===== src/rtl/i2cbb_pkg.sv =====
`default_nettype none

package i2cbb_pkg;

    localparam int BITS_PER_BYTE = 8;
    localparam int ACTION_W      = 3;
    localparam int BYTE_W        = 8;
    localparam int DELAY_W       = 10;
    localparam int BIT_IDX_W     = 4;
    localparam int CFG_IDX_W     = 2;
    localparam int CFG_DATA_W    = 8;

    localparam int QUEUE_DEPTH_DEF = 2;

    // Command codes carried in the action field.
    localparam logic [ACTION_W-1:0] ACT_START    = 3'd0;
    localparam logic [ACTION_W-1:0] ACT_STOP     = 3'd1;
    localparam logic [ACTION_W-1:0] ACT_WRITE    = 3'd2;
    localparam logic [ACTION_W-1:0] ACT_READ     = 3'd3;
    localparam logic [ACTION_W-1:0] ACT_ACK      = 3'd4;
    localparam logic [ACTION_W-1:0] ACT_NACK     = 3'd5;
    localparam logic [ACTION_W-1:0] ACT_WAIT_ACK = 3'd6;

    // Configuration register indexes.
    localparam logic [CFG_IDX_W-1:0] CFG_TICKS_PER_US   = 2'd0;
    localparam logic [CFG_IDX_W-1:0] CFG_ACK_WAIT_LIMIT = 2'd1;

    localparam logic [CFG_DATA_W-1:0] TICKS_PER_US_RST   = 8'd1;
    localparam logic [CFG_DATA_W-1:0] ACK_WAIT_LIMIT_RST = 8'd200;

    typedef struct packed {
        logic                launch;
        logic [ACTION_W-1:0] action;
        logic [BYTE_W-1:0]   tx_byte;
        logic                sda_sample;
    } t_item;

    typedef struct packed {
        logic              scl_level;
        logic              sda_level;
        logic              sda_drive;
        logic              busy_res;
        logic              done_res;
        logic [BYTE_W-1:0] rx_byte;
        logic              no_ack;
    } t_res;

endpackage

`default_nettype wire


===== src/rtl/i2cbb_if.sv =====
`default_nettype none

interface i2cbb_cmd_if;
    import i2cbb_pkg::*;
    logic                valid;
    logic                ready;
    logic                cmd_valid;
    logic [ACTION_W-1:0] action;
    logic [BYTE_W-1:0]   tx_byte;
    logic                sda_sample;

    modport source (output valid, cmd_valid, action, tx_byte, sda_sample, input ready);
    modport sink   (input valid, cmd_valid, action, tx_byte, sda_sample, output ready);
endinterface

interface i2cbb_res_if;
    import i2cbb_pkg::*;
    logic              valid;
    logic              ready;
    logic              scl_level;
    logic              sda_level;
    logic              sda_drive;
    logic              busy_res;
    logic              done_res;
    logic [BYTE_W-1:0] rx_byte;
    logic              no_ack;

    modport source (output valid, scl_level, sda_level, sda_drive, busy_res, done_res,
                    rx_byte, no_ack, input ready);
    modport sink   (input valid, scl_level, sda_level, sda_drive, busy_res, done_res,
                    rx_byte, no_ack, output ready);
endinterface

interface i2cbb_cfg_if;
    import i2cbb_pkg::*;
    logic                  valid;
    logic                  ready;
    logic [CFG_IDX_W-1:0]  index;
    logic [CFG_DATA_W-1:0] data;

    modport source (output valid, index, data, input ready);
    modport sink   (input valid, index, data, output ready);
endinterface

`default_nettype wire


===== src/rtl/i2c_bit_bang_master_unit.sv =====
// I2C master pin sequencer, stepped by one input word per bus tick.
// i_cmd carries one word per tick: a command flag with its action code and
// write byte, plus the sampled SDA level. o_res returns exactly one word per
// input word: SCL level, SDA level and direction, busy and done flags, the
// last read byte and the last acknowledge-timeout flag. i_cfg writes
// register 0 (ticks per microsecond) and register 1 (acknowledge polls);
// it is always ready and should be written only while no word is in flight.
// A front queue takes and decodes input words; the back sequencer applies
// one word per cycle to the bus state while o_res does not stall, and
// registers the result word. Throughput is one word per cycle while o_res
// does not stall. A taken input word waits in the queue, then its result
// word is registered in the output register, where it is valid until taken.
// When o_res stalls, the output register holds its word and the queue fills;
// i_cmd.ready drops once QUEUE_DEPTH words are waiting.
// Reset empties the queue, returns the sequencer to idle with SCL and SDA
// driven high, clears the read byte and the timeout flag, and restores the
// registers to one tick per microsecond and 200 polls.
`default_nettype none

module i2c_bit_bang_master_unit #(
    parameter int QUEUE_DEPTH = i2cbb_pkg::QUEUE_DEPTH_DEF
) (
    input  logic         i_clk,
    input  logic         i_rst_n,
    i2cbb_cmd_if.sink    i_cmd,
    i2cbb_cfg_if.sink    i_cfg,
    i2cbb_res_if.source  o_res
);
    import i2cbb_pkg::*;

    logic  q_valid;
    logic  q_ready;
    t_item q_item;

    i2cbb_front #(
        .DEPTH (QUEUE_DEPTH)
    ) u_front (
        .i_clk   (i_clk),
        .i_rst_n (i_rst_n),
        .i_cmd   (i_cmd),
        .o_valid (q_valid),
        .i_ready (q_ready),
        .o_item  (q_item)
    );

    i2cbb_back u_back (
        .i_clk   (i_clk),
        .i_rst_n (i_rst_n),
        .i_valid (q_valid),
        .o_ready (q_ready),
        .i_item  (q_item),
        .i_cfg   (i_cfg),
        .o_res   (o_res)
    );

endmodule

`default_nettype wire


===== src/rtl/i2cbb_front.sv =====
`default_nettype none

module i2cbb_front #(
    parameter int DEPTH = i2cbb_pkg::QUEUE_DEPTH_DEF
) (
    input  logic              i_clk,
    input  logic              i_rst_n,
    i2cbb_cmd_if.sink         i_cmd,
    output logic              o_valid,
    input  logic              i_ready,
    output i2cbb_pkg::t_item  o_item
);
    import i2cbb_pkg::*;

    localparam int PTR_W = (DEPTH > 1) ? $clog2(DEPTH) : 1;
    localparam int CNT_W = $clog2(DEPTH + 1);

    t_item              r_mem [DEPTH];
    logic [PTR_W-1:0]   r_wr_ptr, n_wr_ptr;
    logic [PTR_W-1:0]   r_rd_ptr, n_rd_ptr;
    logic [CNT_W-1:0]   r_count, n_count;
    t_item              w_item;
    logic               push;
    logic               pop;

    // A word launches a command only if it is flagged and carries a known code.
    always_comb begin
        w_item.launch     = i_cmd.cmd_valid && (i_cmd.action <= ACT_WAIT_ACK);
        w_item.action     = i_cmd.action;
        w_item.tx_byte    = i_cmd.tx_byte;
        w_item.sda_sample = i_cmd.sda_sample;
    end

    assign i_cmd.ready = (r_count != CNT_W'(DEPTH));
    assign push        = i_cmd.valid && i_cmd.ready;
    assign o_valid     = (r_count != '0);
    assign pop         = o_valid && i_ready;
    assign o_item      = r_mem[r_rd_ptr];

    always_comb begin
        n_wr_ptr = r_wr_ptr;
        n_rd_ptr = r_rd_ptr;
        if (push) begin
            n_wr_ptr = (r_wr_ptr == PTR_W'(DEPTH - 1)) ? '0 : r_wr_ptr + PTR_W'(1);
        end
        if (pop) begin
            n_rd_ptr = (r_rd_ptr == PTR_W'(DEPTH - 1)) ? '0 : r_rd_ptr + PTR_W'(1);
        end
        n_count = r_count + CNT_W'(push) - CNT_W'(pop);
    end

    always_ff @(posedge i_clk) begin
        if (!i_rst_n) begin
            r_wr_ptr <= '0;
            r_rd_ptr <= '0;
            r_count  <= '0;
        end else begin
            r_wr_ptr <= n_wr_ptr;
            r_rd_ptr <= n_rd_ptr;
            r_count  <= n_count;
        end
    end

    always_ff @(posedge i_clk) begin
        if (push) begin
            r_mem[r_wr_ptr] <= w_item;
        end
    end

    a_count_bound: assert property (@(posedge i_clk) disable iff (!i_rst_n)
        r_count <= CNT_W'(DEPTH))
        else $error("queue count exceeds depth");

    a_count_step: assert property (@(posedge i_clk) disable iff (!i_rst_n)
        1'b1 |=> r_count == $past(r_count) + CNT_W'($past(push)) - CNT_W'($past(pop)))
        else $error("queue count does not follow push and pop");

    a_ptr_match: assert property (@(posedge i_clk) disable iff (!i_rst_n)
        (r_wr_ptr == r_rd_ptr) |-> (r_count == '0 || r_count == CNT_W'(DEPTH)))
        else $error("queue pointers disagree with count");

endmodule

`default_nettype wire


===== src/rtl/i2cbb_back.sv =====
`default_nettype none

module i2cbb_back (
    input  logic              i_clk,
    input  logic              i_rst_n,
    input  logic              i_valid,
    output logic              o_ready,
    input  i2cbb_pkg::t_item  i_item,
    i2cbb_cfg_if.sink         i_cfg,
    i2cbb_res_if.source       o_res
);
    import i2cbb_pkg::*;

    localparam logic [4:0] PH_IDLE = 5'd0;
    localparam logic [4:0] PH_ST_A = 5'd1;
    localparam logic [4:0] PH_ST_B = 5'd2;
    localparam logic [4:0] PH_SP_A = 5'd3;
    localparam logic [4:0] PH_SP_B = 5'd4;
    localparam logic [4:0] PH_SP_C = 5'd5;
    localparam logic [4:0] PH_AK_A = 5'd6;
    localparam logic [4:0] PH_AK_B = 5'd7;
    localparam logic [4:0] PH_AK_C = 5'd8;
    localparam logic [4:0] PH_AK_D = 5'd9;
    localparam logic [4:0] PH_WR_D = 5'd10;
    localparam logic [4:0] PH_WR_H = 5'd11;
    localparam logic [4:0] PH_WR_L = 5'd12;
    localparam logic [4:0] PH_RD_R = 5'd13;
    localparam logic [4:0] PH_RD_L = 5'd14;
    localparam logic [4:0] PH_RD_H = 5'd15;
    localparam logic [4:0] PH_WA_A = 5'd16;
    localparam logic [4:0] PH_WA_B = 5'd17;
    localparam logic [4:0] PH_WA_C = 5'd18;
    localparam logic [4:0] PH_WA_D = 5'd19;
    localparam logic [4:0] PH_WA_E = 5'd20;
    localparam logic [4:0] PH_WA_F = 5'd21;
    localparam logic [4:0] PH_WA_P = 5'd22;
    localparam logic [4:0] PH_WA_Q = 5'd23;

    logic [CFG_DATA_W-1:0] r_ticks_per_us;
    logic [CFG_DATA_W-1:0] r_ack_wait_limit;

    logic [4:0]           r_phase, n_phase;
    logic [BIT_IDX_W-1:0] r_bit_index, n_bit_index;
    logic [BYTE_W-1:0]    r_shift, n_shift;
    logic [DELAY_W-1:0]   r_delay, n_delay;
    logic [7:0]           r_poll, n_poll;
    logic                 r_scl, n_scl;
    logic                 r_sda, n_sda;
    logic                 r_drv, n_drv;
    logic [BYTE_W-1:0]    r_rx, n_rx;
    logic                 r_nack, n_nack;
    logic                 n_done;
    logic                 r_out_valid;
    t_res                 r_out;

    logic [7:0]           w_tick;
    logic [DELAY_W-1:0]   w_d1, w_d2, w_d4;
    logic [BIT_IDX_W-1:0] w_bit_next;
    logic [BYTE_W-1:0]    w_rd_shift;
    logic                 pop;

    assign o_ready = !r_out_valid || o_res.ready;
    assign pop     = i_valid && o_ready;

    // A tick rate of zero counts as one tick per microsecond.
    assign w_tick     = (r_ticks_per_us == '0) ? 8'd1 : r_ticks_per_us;
    assign w_d1       = {2'b00, w_tick};
    assign w_d2       = {1'b0, w_tick, 1'b0};
    assign w_d4       = {w_tick, 2'b00};
    assign w_bit_next = r_bit_index + BIT_IDX_W'(1);
    assign w_rd_shift = {r_shift[BYTE_W-2:0], i_item.sda_sample};

    assign i_cfg.ready = 1'b1;

    always_ff @(posedge i_clk) begin
        if (!i_rst_n) begin
            r_ticks_per_us   <= TICKS_PER_US_RST;
            r_ack_wait_limit <= ACK_WAIT_LIMIT_RST;
        end else if (i_cfg.valid) begin
            unique case (i_cfg.index)
                CFG_TICKS_PER_US:   r_ticks_per_us   <= i_cfg.data;
                CFG_ACK_WAIT_LIMIT: r_ack_wait_limit <= i_cfg.data;
                default: ;
            endcase
        end
    end

    always_comb begin
        n_phase     = r_phase;
        n_bit_index = r_bit_index;
        n_shift     = r_shift;
        n_delay     = r_delay;
        n_poll      = r_poll;
        n_scl       = r_scl;
        n_sda       = r_sda;
        n_drv       = r_drv;
        n_rx        = r_rx;
        n_nack      = r_nack;
        n_done      = 1'b0;

        if (r_phase == PH_IDLE) begin
            if (i_item.launch) begin
                unique case (i_item.action) inside
                    ACT_START: begin
                        n_drv = 1'b1; n_sda = 1'b1; n_scl = 1'b1;
                        n_phase = PH_ST_A; n_delay = w_d4;
                    end
                    ACT_STOP: begin
                        n_drv = 1'b1; n_scl = 1'b0; n_sda = 1'b0;
                        n_phase = PH_SP_A; n_delay = w_d4;
                    end
                    ACT_WRITE: begin
                        n_drv = 1'b1; n_scl = 1'b0;
                        n_bit_index = '0;
                        n_sda = i_item.tx_byte[BYTE_W-1];
                        n_shift = {i_item.tx_byte[BYTE_W-2:0], 1'b0};
                        n_phase = PH_WR_D; n_delay = w_d2;
                    end
                    ACT_READ: begin
                        n_drv = 1'b0;
                        n_shift = '0;
                        n_bit_index = '0;
                        n_phase = PH_RD_R; n_delay = w_d1;
                    end
                    ACT_ACK, ACT_NACK: begin
                        n_drv = 1'b1; n_scl = 1'b0;
                        n_shift = {{(BYTE_W-1){1'b0}}, (i_item.action == ACT_NACK)};
                        n_phase = PH_AK_A; n_delay = w_d2;
                    end
                    ACT_WAIT_ACK: begin
                        n_drv = 1'b1; n_sda = 1'b1;
                        n_poll = r_ack_wait_limit;
                        n_phase = PH_WA_A; n_delay = w_d1;
                    end
                    default: ;
                endcase
            end
        end else if (r_delay > DELAY_W'(1)) begin
            n_delay = r_delay - DELAY_W'(1);
        end else begin
            n_delay = '0;
            unique case (r_phase) inside
                PH_ST_A: begin n_sda = 1'b0; n_phase = PH_ST_B; n_delay = w_d4; end
                PH_ST_B: begin n_scl = 1'b0; n_phase = PH_IDLE; n_done = 1'b1; end
                PH_SP_A: begin n_scl = 1'b1; n_phase = PH_SP_B; n_delay = w_d4; end
                PH_SP_B: begin n_sda = 1'b1; n_phase = PH_SP_C; n_delay = w_d4; end
                PH_SP_C: begin n_phase = PH_IDLE; n_done = 1'b1; end
                PH_AK_A: begin n_sda = r_shift[0]; n_phase = PH_AK_B; n_delay = w_d2; end
                PH_AK_B: begin n_scl = 1'b1; n_phase = PH_AK_C; n_delay = w_d2; end
                PH_AK_C: begin n_scl = 1'b0; n_phase = PH_AK_D; n_delay = w_d1; end
                PH_AK_D: begin n_phase = PH_IDLE; n_done = 1'b1; end
                PH_WR_D: begin n_scl = 1'b1; n_phase = PH_WR_H; n_delay = w_d2; end
                PH_WR_H: begin n_scl = 1'b0; n_phase = PH_WR_L; n_delay = w_d2; end
                PH_WR_L: begin
                    n_bit_index = w_bit_next;
                    if (w_bit_next < BIT_IDX_W'(BITS_PER_BYTE)) begin
                        n_sda = r_shift[BYTE_W-1];
                        n_shift = {r_shift[BYTE_W-2:0], 1'b0};
                        n_phase = PH_WR_D; n_delay = w_d2;
                    end else begin
                        n_phase = PH_IDLE; n_done = 1'b1;
                    end
                end
                PH_RD_R: begin n_scl = 1'b0; n_phase = PH_RD_L; n_delay = w_d2; end
                PH_RD_L: begin n_scl = 1'b1; n_phase = PH_RD_H; n_delay = w_d1; end
                PH_RD_H: begin
                    n_shift = w_rd_shift;
                    n_bit_index = w_bit_next;
                    n_scl = 1'b0;
                    if (w_bit_next < BIT_IDX_W'(BITS_PER_BYTE)) begin
                        n_phase = PH_RD_L; n_delay = w_d2;
                    end else begin
                        n_rx = w_rd_shift;
                        n_phase = PH_IDLE; n_done = 1'b1;
                    end
                end
                PH_WA_A: begin n_scl = 1'b0; n_phase = PH_WA_B; n_delay = w_d1; end
                PH_WA_B: begin n_drv = 1'b0; n_phase = PH_WA_C; n_delay = w_d1; end
                PH_WA_C, PH_WA_Q: begin
                    // Low SDA is an acknowledge; otherwise spend one poll.
                    if (!i_item.sda_sample) begin
                        n_phase = PH_WA_D;
                    end else begin
                        n_poll = r_poll - 8'd1;
                        n_phase = PH_WA_P;
                    end
                    n_delay = w_d1;
                end
                PH_WA_D: begin n_scl = 1'b1; n_phase = PH_WA_E; n_delay = w_d1; end
                PH_WA_E: begin n_scl = 1'b0; n_phase = PH_WA_F; n_delay = w_d1; end
                PH_WA_F: begin n_nack = 1'b0; n_phase = PH_IDLE; n_done = 1'b1; end
                PH_WA_P: begin
                    if (r_poll == '0) begin
                        n_scl = 1'b0; n_nack = 1'b1;
                        n_phase = PH_IDLE; n_done = 1'b1;
                    end else begin
                        n_phase = PH_WA_Q; n_delay = w_d1;
                    end
                end
                default: begin n_phase = PH_IDLE; n_done = 1'b1; end
            endcase
        end
    end

    always_ff @(posedge i_clk) begin
        if (!i_rst_n) begin
            r_phase     <= PH_IDLE;
            r_bit_index <= '0;
            r_shift     <= '0;
            r_delay     <= '0;
            r_poll      <= '0;
            r_scl       <= 1'b1;
            r_sda       <= 1'b1;
            r_drv       <= 1'b1;
            r_rx        <= '0;
            r_nack      <= 1'b0;
            r_out_valid <= 1'b0;
        end else begin
            if (pop) begin
                r_phase     <= n_phase;
                r_bit_index <= n_bit_index;
                r_shift     <= n_shift;
                r_delay     <= n_delay;
                r_poll      <= n_poll;
                r_scl       <= n_scl;
                r_sda       <= n_sda;
                r_drv       <= n_drv;
                r_rx        <= n_rx;
                r_nack      <= n_nack;
                r_out_valid <= 1'b1;
            end else if (o_res.ready) begin
                r_out_valid <= 1'b0;
            end
        end
    end

    always_ff @(posedge i_clk) begin
        if (pop) begin
            r_out.scl_level <= n_scl;
            r_out.sda_level <= n_sda;
            r_out.sda_drive <= n_drv;
            r_out.busy_res  <= (n_phase != PH_IDLE);
            r_out.done_res  <= n_done;
            r_out.rx_byte   <= n_rx;
            r_out.no_ack    <= n_nack;
        end
    end

    assign o_res.valid     = r_out_valid;
    assign o_res.scl_level = r_out.scl_level;
    assign o_res.sda_level = r_out.sda_level;
    assign o_res.sda_drive = r_out.sda_drive;
    assign o_res.busy_res  = r_out.busy_res;
    assign o_res.done_res  = r_out.done_res;
    assign o_res.rx_byte   = r_out.rx_byte;
    assign o_res.no_ack    = r_out.no_ack;

    a_idle_no_delay: assert property (@(posedge i_clk) disable iff (!i_rst_n)
        (r_phase == PH_IDLE) |-> (r_delay == '0))
        else $error("delay left over while idle");

    a_bit_bound: assert property (@(posedge i_clk) disable iff (!i_rst_n)
        r_bit_index <= BIT_IDX_W'(BITS_PER_BYTE))
        else $error("bit index past byte length");

    a_countdown: assert property (@(posedge i_clk) disable iff (!i_rst_n)
        (pop && r_phase != PH_IDLE && r_delay > DELAY_W'(1))
        |=> (r_delay == $past(r_delay) - DELAY_W'(1) && r_phase == $past(r_phase)))
        else $error("segment countdown skipped or changed phase");

    a_done_on_finish: assert property (@(posedge i_clk) disable iff (!i_rst_n)
        pop |=> (r_out.done_res == ($past(r_phase) != PH_IDLE && r_phase == PH_IDLE)))
        else $error("done flag does not match command completion");

endmodule

`default_nettype wire


===== src/flat_wrapper.sv =====
// flat-port wrapper written by rule: the top's interface ports become plain ports
module i2c_bit_bang_master_unit_flat import i2cbb_pkg::*;
#(
    parameter int QUEUE_DEPTH = i2cbb_pkg::QUEUE_DEPTH_DEF
)
  (i_clk, i_rst_n, i_cmd_valid, i_cmd_cmd_valid, i_cmd_action, i_cmd_tx_byte, i_cmd_sda_sample, i_cmd_ready, i_cfg_valid, i_cfg_index, i_cfg_data, i_cfg_ready, o_res_valid, o_res_scl_level, o_res_sda_level, o_res_sda_drive, o_res_busy_res, o_res_done_res, o_res_rx_byte, o_res_no_ack, o_res_ready);
  i2cbb_cmd_if i_cmd_i ();
  i2cbb_cfg_if i_cfg_i ();
  i2cbb_res_if o_res_i ();
  input  logic i_clk;
  input  logic i_rst_n;
  input wire logic [$bits(i_cmd_i.valid)-1:0] i_cmd_valid;
  input wire logic [$bits(i_cmd_i.cmd_valid)-1:0] i_cmd_cmd_valid;
  input wire logic [$bits(i_cmd_i.action)-1:0] i_cmd_action;
  input wire logic [$bits(i_cmd_i.tx_byte)-1:0] i_cmd_tx_byte;
  input wire logic [$bits(i_cmd_i.sda_sample)-1:0] i_cmd_sda_sample;
  output wire logic [$bits(i_cmd_i.ready)-1:0] i_cmd_ready;
  input wire logic [$bits(i_cfg_i.valid)-1:0] i_cfg_valid;
  input wire logic [$bits(i_cfg_i.index)-1:0] i_cfg_index;
  input wire logic [$bits(i_cfg_i.data)-1:0] i_cfg_data;
  output wire logic [$bits(i_cfg_i.ready)-1:0] i_cfg_ready;
  output wire logic [$bits(o_res_i.valid)-1:0] o_res_valid;
  output wire logic [$bits(o_res_i.scl_level)-1:0] o_res_scl_level;
  output wire logic [$bits(o_res_i.sda_level)-1:0] o_res_sda_level;
  output wire logic [$bits(o_res_i.sda_drive)-1:0] o_res_sda_drive;
  output wire logic [$bits(o_res_i.busy_res)-1:0] o_res_busy_res;
  output wire logic [$bits(o_res_i.done_res)-1:0] o_res_done_res;
  output wire logic [$bits(o_res_i.rx_byte)-1:0] o_res_rx_byte;
  output wire logic [$bits(o_res_i.no_ack)-1:0] o_res_no_ack;
  input wire logic [$bits(o_res_i.ready)-1:0] o_res_ready;
  assign i_cmd_i.valid = i_cmd_valid;
  assign i_cmd_i.cmd_valid = i_cmd_cmd_valid;
  assign i_cmd_i.action = i_cmd_action;
  assign i_cmd_i.tx_byte = i_cmd_tx_byte;
  assign i_cmd_i.sda_sample = i_cmd_sda_sample;
  assign i_cmd_ready = i_cmd_i.ready;
  assign i_cfg_i.valid = i_cfg_valid;
  assign i_cfg_i.index = i_cfg_index;
  assign i_cfg_i.data = i_cfg_data;
  assign i_cfg_ready = i_cfg_i.ready;
  assign o_res_valid = o_res_i.valid;
  assign o_res_scl_level = o_res_i.scl_level;
  assign o_res_sda_level = o_res_i.sda_level;
  assign o_res_sda_drive = o_res_i.sda_drive;
  assign o_res_busy_res = o_res_i.busy_res;
  assign o_res_done_res = o_res_i.done_res;
  assign o_res_rx_byte = o_res_i.rx_byte;
  assign o_res_no_ack = o_res_i.no_ack;
  assign o_res_i.ready = o_res_ready;
  i2c_bit_bang_master_unit #(.QUEUE_DEPTH(QUEUE_DEPTH)) u_core (.i_clk(i_clk), .i_rst_n(i_rst_n), .i_cmd(i_cmd_i), .i_cfg(i_cfg_i), .o_res(o_res_i));
endmodule

===== config.mk =====
export PLATFORM = sky130hd
export DESIGN_NAME = i2c_bit_bang_master_unit_flat
export DESIGN_NICKNAME = d
export VERILOG_FILES = /design/src/rtl/i2cbb_pkg.sv /design/src/rtl/i2cbb_if.sv /design/src/rtl/i2c_bit_bang_master_unit.sv /design/src/rtl/i2cbb_front.sv /design/src/rtl/i2cbb_back.sv /design/src/flat_wrapper.sv
export SDC_FILE = /design/constraint.sdc
export NUM_CORES = 1
export LEC_CHECK = 0
export ABC_CLOCK_PERIOD_IN_PS = 7100
export BUFFER_PORTS_ARGS = -buffer_cell sky130_fd_sc_hd__buf_2
export CAP_MARGIN = 20
export CORE_ASPECT_RATIO = 1.1
export CORE_UTILIZATION = 43
export DETAILED_ROUTE_END_ITERATION = 10
export REMOVE_ABC_BUFFERS = 1
export SETUP_SLACK_MARGIN = 0.5
export SLEW_MARGIN = 20
export SYNTH_ARGS = -nofsm -noshare
export SYNTH_HDL_FRONTEND = slang
export SYNTH_HIERARCHICAL = 1
export SYNTH_SLANG_ARGS = --single-unit

===== constraint.sdc =====
create_clock -name i_clk -period 7.1 [get_ports i_clk]
set_input_delay 1.065 -clock i_clk [delete_from_list [all_inputs] [get_ports i_clk]]
set_output_delay 1.065 -clock i_clk [all_outputs]
set_load 0.01 [all_outputs]

Yosys cells after proc, flatten, opt, wreduce, memory -nomap -nowiden:

Memories as Yosys holds them, arrays and structs flattened. A register that Yosys moved wholly into a read port is not among the register bits.
Cells that the tools add are included.

* output and inout bits: 17
* memories: 1
* logic and storage cells: 180
* register bits after elaboration: 82
* bits in writable memories: 26

* add/sub/neg operators: 7
* magnitude comparators: 3
* muxes and demuxes: 70
* reductions and logical operators: 40
* eq/ne operators: 36

Memory list
* u_core.u_front.r_mem: words 2, width 13, rd ports 1, clocked after Yosys merged registers in 1, wr ports 1, RTL line i2cbb_front.sv:18 `t_item r_mem [DEPTH];`

Operators with widths (count)
* $mux 8: 16
* $pmux 5 s18: 1
* $pmux 10 s5: 1
* $eq 5x5->1 const B: 8
* $eq 5x4->1 const B: 7
* $mux 10: 3
* $pmux 10 s3: 1
* $pmux 5 s6: 1
* $mux 4: 7
* $mux 1: 25
* $pmux 8 s3: 1
* $mux 5: 4
* $logic_not 8->1: 2
* $pmux 8 s2: 1
* $reduce_or 16->1: 1
* $reduce_or 2->1: 8
* $eq 5x3->1 const B: 3
* $reduce_and 6->1: 2
* $eq 5x2->1 const B: 2
* $gt 10x1->1 const B: 1
* $reduce_bool 2->1: 5
* $reduce_or 5->1: 2
* $sub 10x1->10 const B: 1
* $eq 3x3->1 const B: 3
* 37 further kinds: 50

Logic depth before layout (Yosys ltp):

* depth after elaboration: 7
* gate-level depth with buffers: 10
* depth with buffers taken out: 8

Modules after synthesis:

Netlist, hierarchy kept.

Modules (own cells, without submodules)
* i2cbb_back: cells each 605, area an instance 4931.0 um^2, sequential area each 1701.6 um^2, instances 1
* i2cbb_front: cells each 66, area an instance 1183.6 um^2, sequential area each 880.8 um^2, instances 1

Worst setup path after synthesis:

OpenSTA, ideal clock, no wires.

* kind: input -> register
* start: input port o_res_ready
* end: register u_core/u_back/o_res.busy_res (netlist name)
* path buffers: 2
* setup time: 383 ps
* stages: 5
* slack: 4381 ps
* data arrival time: 2336 ps
* path through: nand2b_1 -> nand2_1 -> inv_1 -> clkbuf_1 -> clkbuf_1

* longest elaborated chain between the ends: 2

RTL lines
* start: declaration: RTL line flat_wrapper.sv:30 `input wire logic [$bits(o_res_i.ready)-1:0] o_res_ready;`
* $logic_or 1x1->1: RTL line i2cbb_back.sv:62 `assign o_ready = !r_out_valid || o_res.ready;`
* $logic_and 1x1->1: RTL line i2cbb_back.sv:63 `assign pop = i_valid && o_ready;`
* via u_core.u_back.pop: RTL line i2cbb_back.sv:60 `logic pop;`

The timed path passes the listed nets, and every way through them passes these cells.
A chain may end at the register's enable or synchronous reset.

Final worst setup path:

* start: register u_core.u_back.r_phase[2]
* end: register u_core.u_back.r_delay[8]

* longest elaborated chain between the ends: 5

RTL lines
* start: declaration: RTL line i2cbb_back.sv:42 `logic [4:0] r_phase, n_phase;`
* start signal: assignment: RTL line i2cbb_back.sv:220 `r_phase <= n_phase;`
* $eq 5x4->1 (no line) (tied with other cells)
* $reduce_or 8->1 (no line) (tied with other cells)
* $pmux 10 s5: RTL line i2cbb_back.sv:142 `unique case (r_phase) inside`
* $mux 10: RTL line i2cbb_back.sv:138 `end else if (r_delay > DELAY_W'(1)) begin`
* $mux 10: RTL line i2cbb_back.sv:101 `if (r_phase == PH_IDLE) begin`
* end signal: assignment: RTL line i2cbb_back.sv:223 `r_delay <= n_delay;`
* end: declaration: RTL line i2cbb_back.sv:45 `logic [DELAY_W-1:0] r_delay, n_delay;`

Several ways; a longest one is shown, not always the timed one.

==> run metrics <==
outcome complete, no violations; Worst IR Drop VDD 344 uV; Hold Path Class register to register; Rows 45; placed inst area between 6000 and 7000 um^2; setup tns final 0 ns; post-route cell area 6730 um^2; FILL cells 1334; detailed-route via count 5338; Top-Level Pins 45; Iter 0 DRT Violations about 370; setup bufs post-CTS 0; largest net degree at the start of global routing 47; placed insts 867; Multi-input gate area 3240 um^2; storage element area 2580 um^2; worst setup margin 4.24 ns; hold_buf cts 0; ANT cells 0; Worst-Margin Slew 0.812 ns; Final Hold Viols 0; initial core utilization 0.441; number of port buffers 43; P per Cell Area 460 nW/um^2; antenna violations before repair 0; Final period util 0.403; arrival time at the worst endpoint 3.12 ns; crit path kind register to register; clk buf depth 2; Antenna Nets Post-Route 0; Layout Utilization 0.486; flops & latches, synth 109; fin cells 883; vias in the first global route 5085; core area 13900 um^2; minimum clock period 2.86 ns; Setup WS pre-CTS 3.96 ns; Pleak approximately 2.5 nW; Post-Synthesis Cells 671; Seq/Total Area, Yosys 0.422; RSZ-0062 raised after global routing false; Worst-path clk slew 0.08 ns; Async SR Flop Fraction 0; DPL Wire Length 10.6 mm; Syn. warnings 6; Avg Cell Area, Syn just over 9 um^2; share of post-route cells with drive strength above 1 0.160; DIE AREA 14700 um^2; post-cts sizing count 0; GP Congestion 0.919; Final Setup Violations 0; vias per cell a little over 6; Tot Pwr 3.09 mW; Synth Cell Area just over 6000 um^2; EDFF count, synth 40; Rel. slew slack 0.459; H-tree depth 3; Clock Sinks 109; global-route wire length before repair between 20 and 30 mm; Critical Path End Type register; FMAX 349 MHz; drt drc 0; CTS root buffer clkbuf_16; crit path max fanout 27; Nets a little over 700; overall routing resource usage 0.228; Worst Clk Skew 0.00930 ns; Req. time, crit path 7.36 ns; clock latency on the worst-skew pair 0.37 ns; Max-Cap Viols 0; die width 116 um; GRT overflow 0; ys flop type dfxtp_1; synth unique cells approximately 80; routed wire length per instance around 18 um; Min Hold Slack 0.486 ns; Routed WL 15.8 mm; Final Max Slew Viols 0; 1st-pass router iterations 5; area delta synth->final 9.99%; crit path launch type register; CTS tree built; cts bufs inserted 9; die height 127 um
==> critical path, cell delays in order, from the launching register on <==
cell and delay, ns:
dfxtp_1 0.31, buf_4 0.21, nor2_1 0.43, and2_1 0.64, buf_4 0.40, a21oi_1 0.31, and3_1 0.28, o21a_1 0.16
==> registers in the layout (all words and copies together), names as in the netlist, 2 cells and up, named ones only <==
register                        count
u_core/u_front/r_mem               26
u_core/u_back/r_delay              10
u_core/u_back/o_res.rx_byte         8
u_core/u_back/r_ack_wait_limit      8
u_core/u_back/r_poll                8
u_core/u_back/r_rx                  8
u_core/u_back/r_shift               8
u_core/u_back/r_ticks_per_us        8
u_core/u_back/r_phase               5
u_core/u_back/r_bit_index           4
u_core/u_front/r_count              2
==> kinds of logic (layout without fill, tap and decap cells) <==
kind of cell,Yosys count,after routing,share of synthesized area
compound gates,206,206,0.235
other cells,1,1,0.000613
fa+ha+maj,8,8,0.0160
xor+xnor,9,9,0.0129
simple gates,230,230,0.193
flops,109,109,0.422
mux,41,41,0.0716
buf+inv,67,91,0.0489
==> layout by cell type, fill, tap and decap left out, drive strengths merged, types with 9 or more instances in the layout <==
cell type,n
edfxtp,40
buf,54
nand2b,17
dfxtp,69
a211oi,10
o21ai,37
a221oi,10
a31oi,19
a21oi,47
nand3,14
o211ai,21
nand2,58
inv,24
clkbuf,9
nor2b,11
nor2,56
mux2i,19
nor3,29
mux2,22
==> power by group <==
part | switching (mW) | leakage [nW] | total (mW) | internal (mW)
sequential | 0.0884 | 0.938 | 0.892 | 0.803
clock | 0.254 | 0.140 | 0.501 | 0.247
combinational | 1.11 | 1.37 | 1.70 | 0.585
total | 1.46 | 2.45 | 3.09 | 1.64
==> cells in the mapped netlist (all sizes together), types with 4 or more instances <==
| cell type | instances | area (um^2) |
|---|---|---|
| dfxtp | 69 | 1380 |
| nand2 | 58 | 218 |
| nor2 | 56 | 210 |
| a21oi | 47 | 235 |
| edfxtp | 40 | 1200 |
| o21ai | 37 | 185 |
| nor3 | 29 | 150 |
| clkbuf | 25 | 93.8 |
| mux2 | 22 | 248 |
| buf | 21 | 126 |
| inv | 21 | 78.8 |
| o211ai | 21 | 158 |
| a31oi | 19 | 119 |
| mux2i | 19 | 190 |
| nand2b | 17 | 106 |
| nand3 | 14 | 75.1 |
| nor2b | 11 | 68.8 |
| a211oi | 10 | 105 |
| a221oi | 10 | 93.8 |
| ha | 7 | 87.6 |
| o21a | 7 | 53.8 |
| o22ai | 7 | 50.1 |
| o31ai | 7 | 52.6 |
| xnor2 | 7 | 61.3 |
| and3 | 6 | 37.5 |
| nand3b | 6 | 45.0 |
| or3 | 6 | 37.5 |
| a32oi | 5 | 51.3 |
| and2 | 5 | 31.3 |
| nand4 | 5 | 37.5 |
| a22oi | 4 | 35.0 |
| o221ai | 4 | 35.0 |
==> layout make-up <==
cell class,instances,area share
Inverter,21,0.0117
Clock inverter,7,0.0100
Multi-Input combinational cell,495,0.481
Tap cell,188,0.0350
Timing Repair Buffer,54,0.0443
Clock buffer,9,0.0335
Sequential cell,109,0.384
==> layer usage <==
| layer | routed length, um | GRT usage |
|---|---|---|
| met5 | 0 | 0 |
| met4 | 443 | 0.111 |
| met3 | 921 | 0.0332 |
| met2 | 7000 | 0.346 |
| met1 | 7440 | 0.317 |
==> worst paths after layout <==
kind | start | endpoint | slack [ns] | cells past startpoint
max reg2reg | u_core/u_back/r_phase[2]$_SDFFE_PN0P_ | u_core/u_back/r_delay[8]$_SDFFE_PN0P_ | 4.24 | 7
min | u_core/u_back/r_ack_wait_limit[3]$_SDFFE_PN1P_ | u_core/u_back/r_ack_wait_limit[3]$_SDFFE_PN1P_ | 0.49 | 2
min reg2reg | u_core/u_back/r_ack_wait_limit[3]$_SDFFE_PN1P_ | u_core/u_back/r_ack_wait_limit[3]$_SDFFE_PN1P_ | 0.49 | 2
max | u_core/u_back/r_phase[2]$_SDFFE_PN0P_ | u_core/u_back/r_delay[8]$_SDFFE_PN0P_ | 4.24 | 7
No activity file was read; power rests on OpenSTA's default activity.
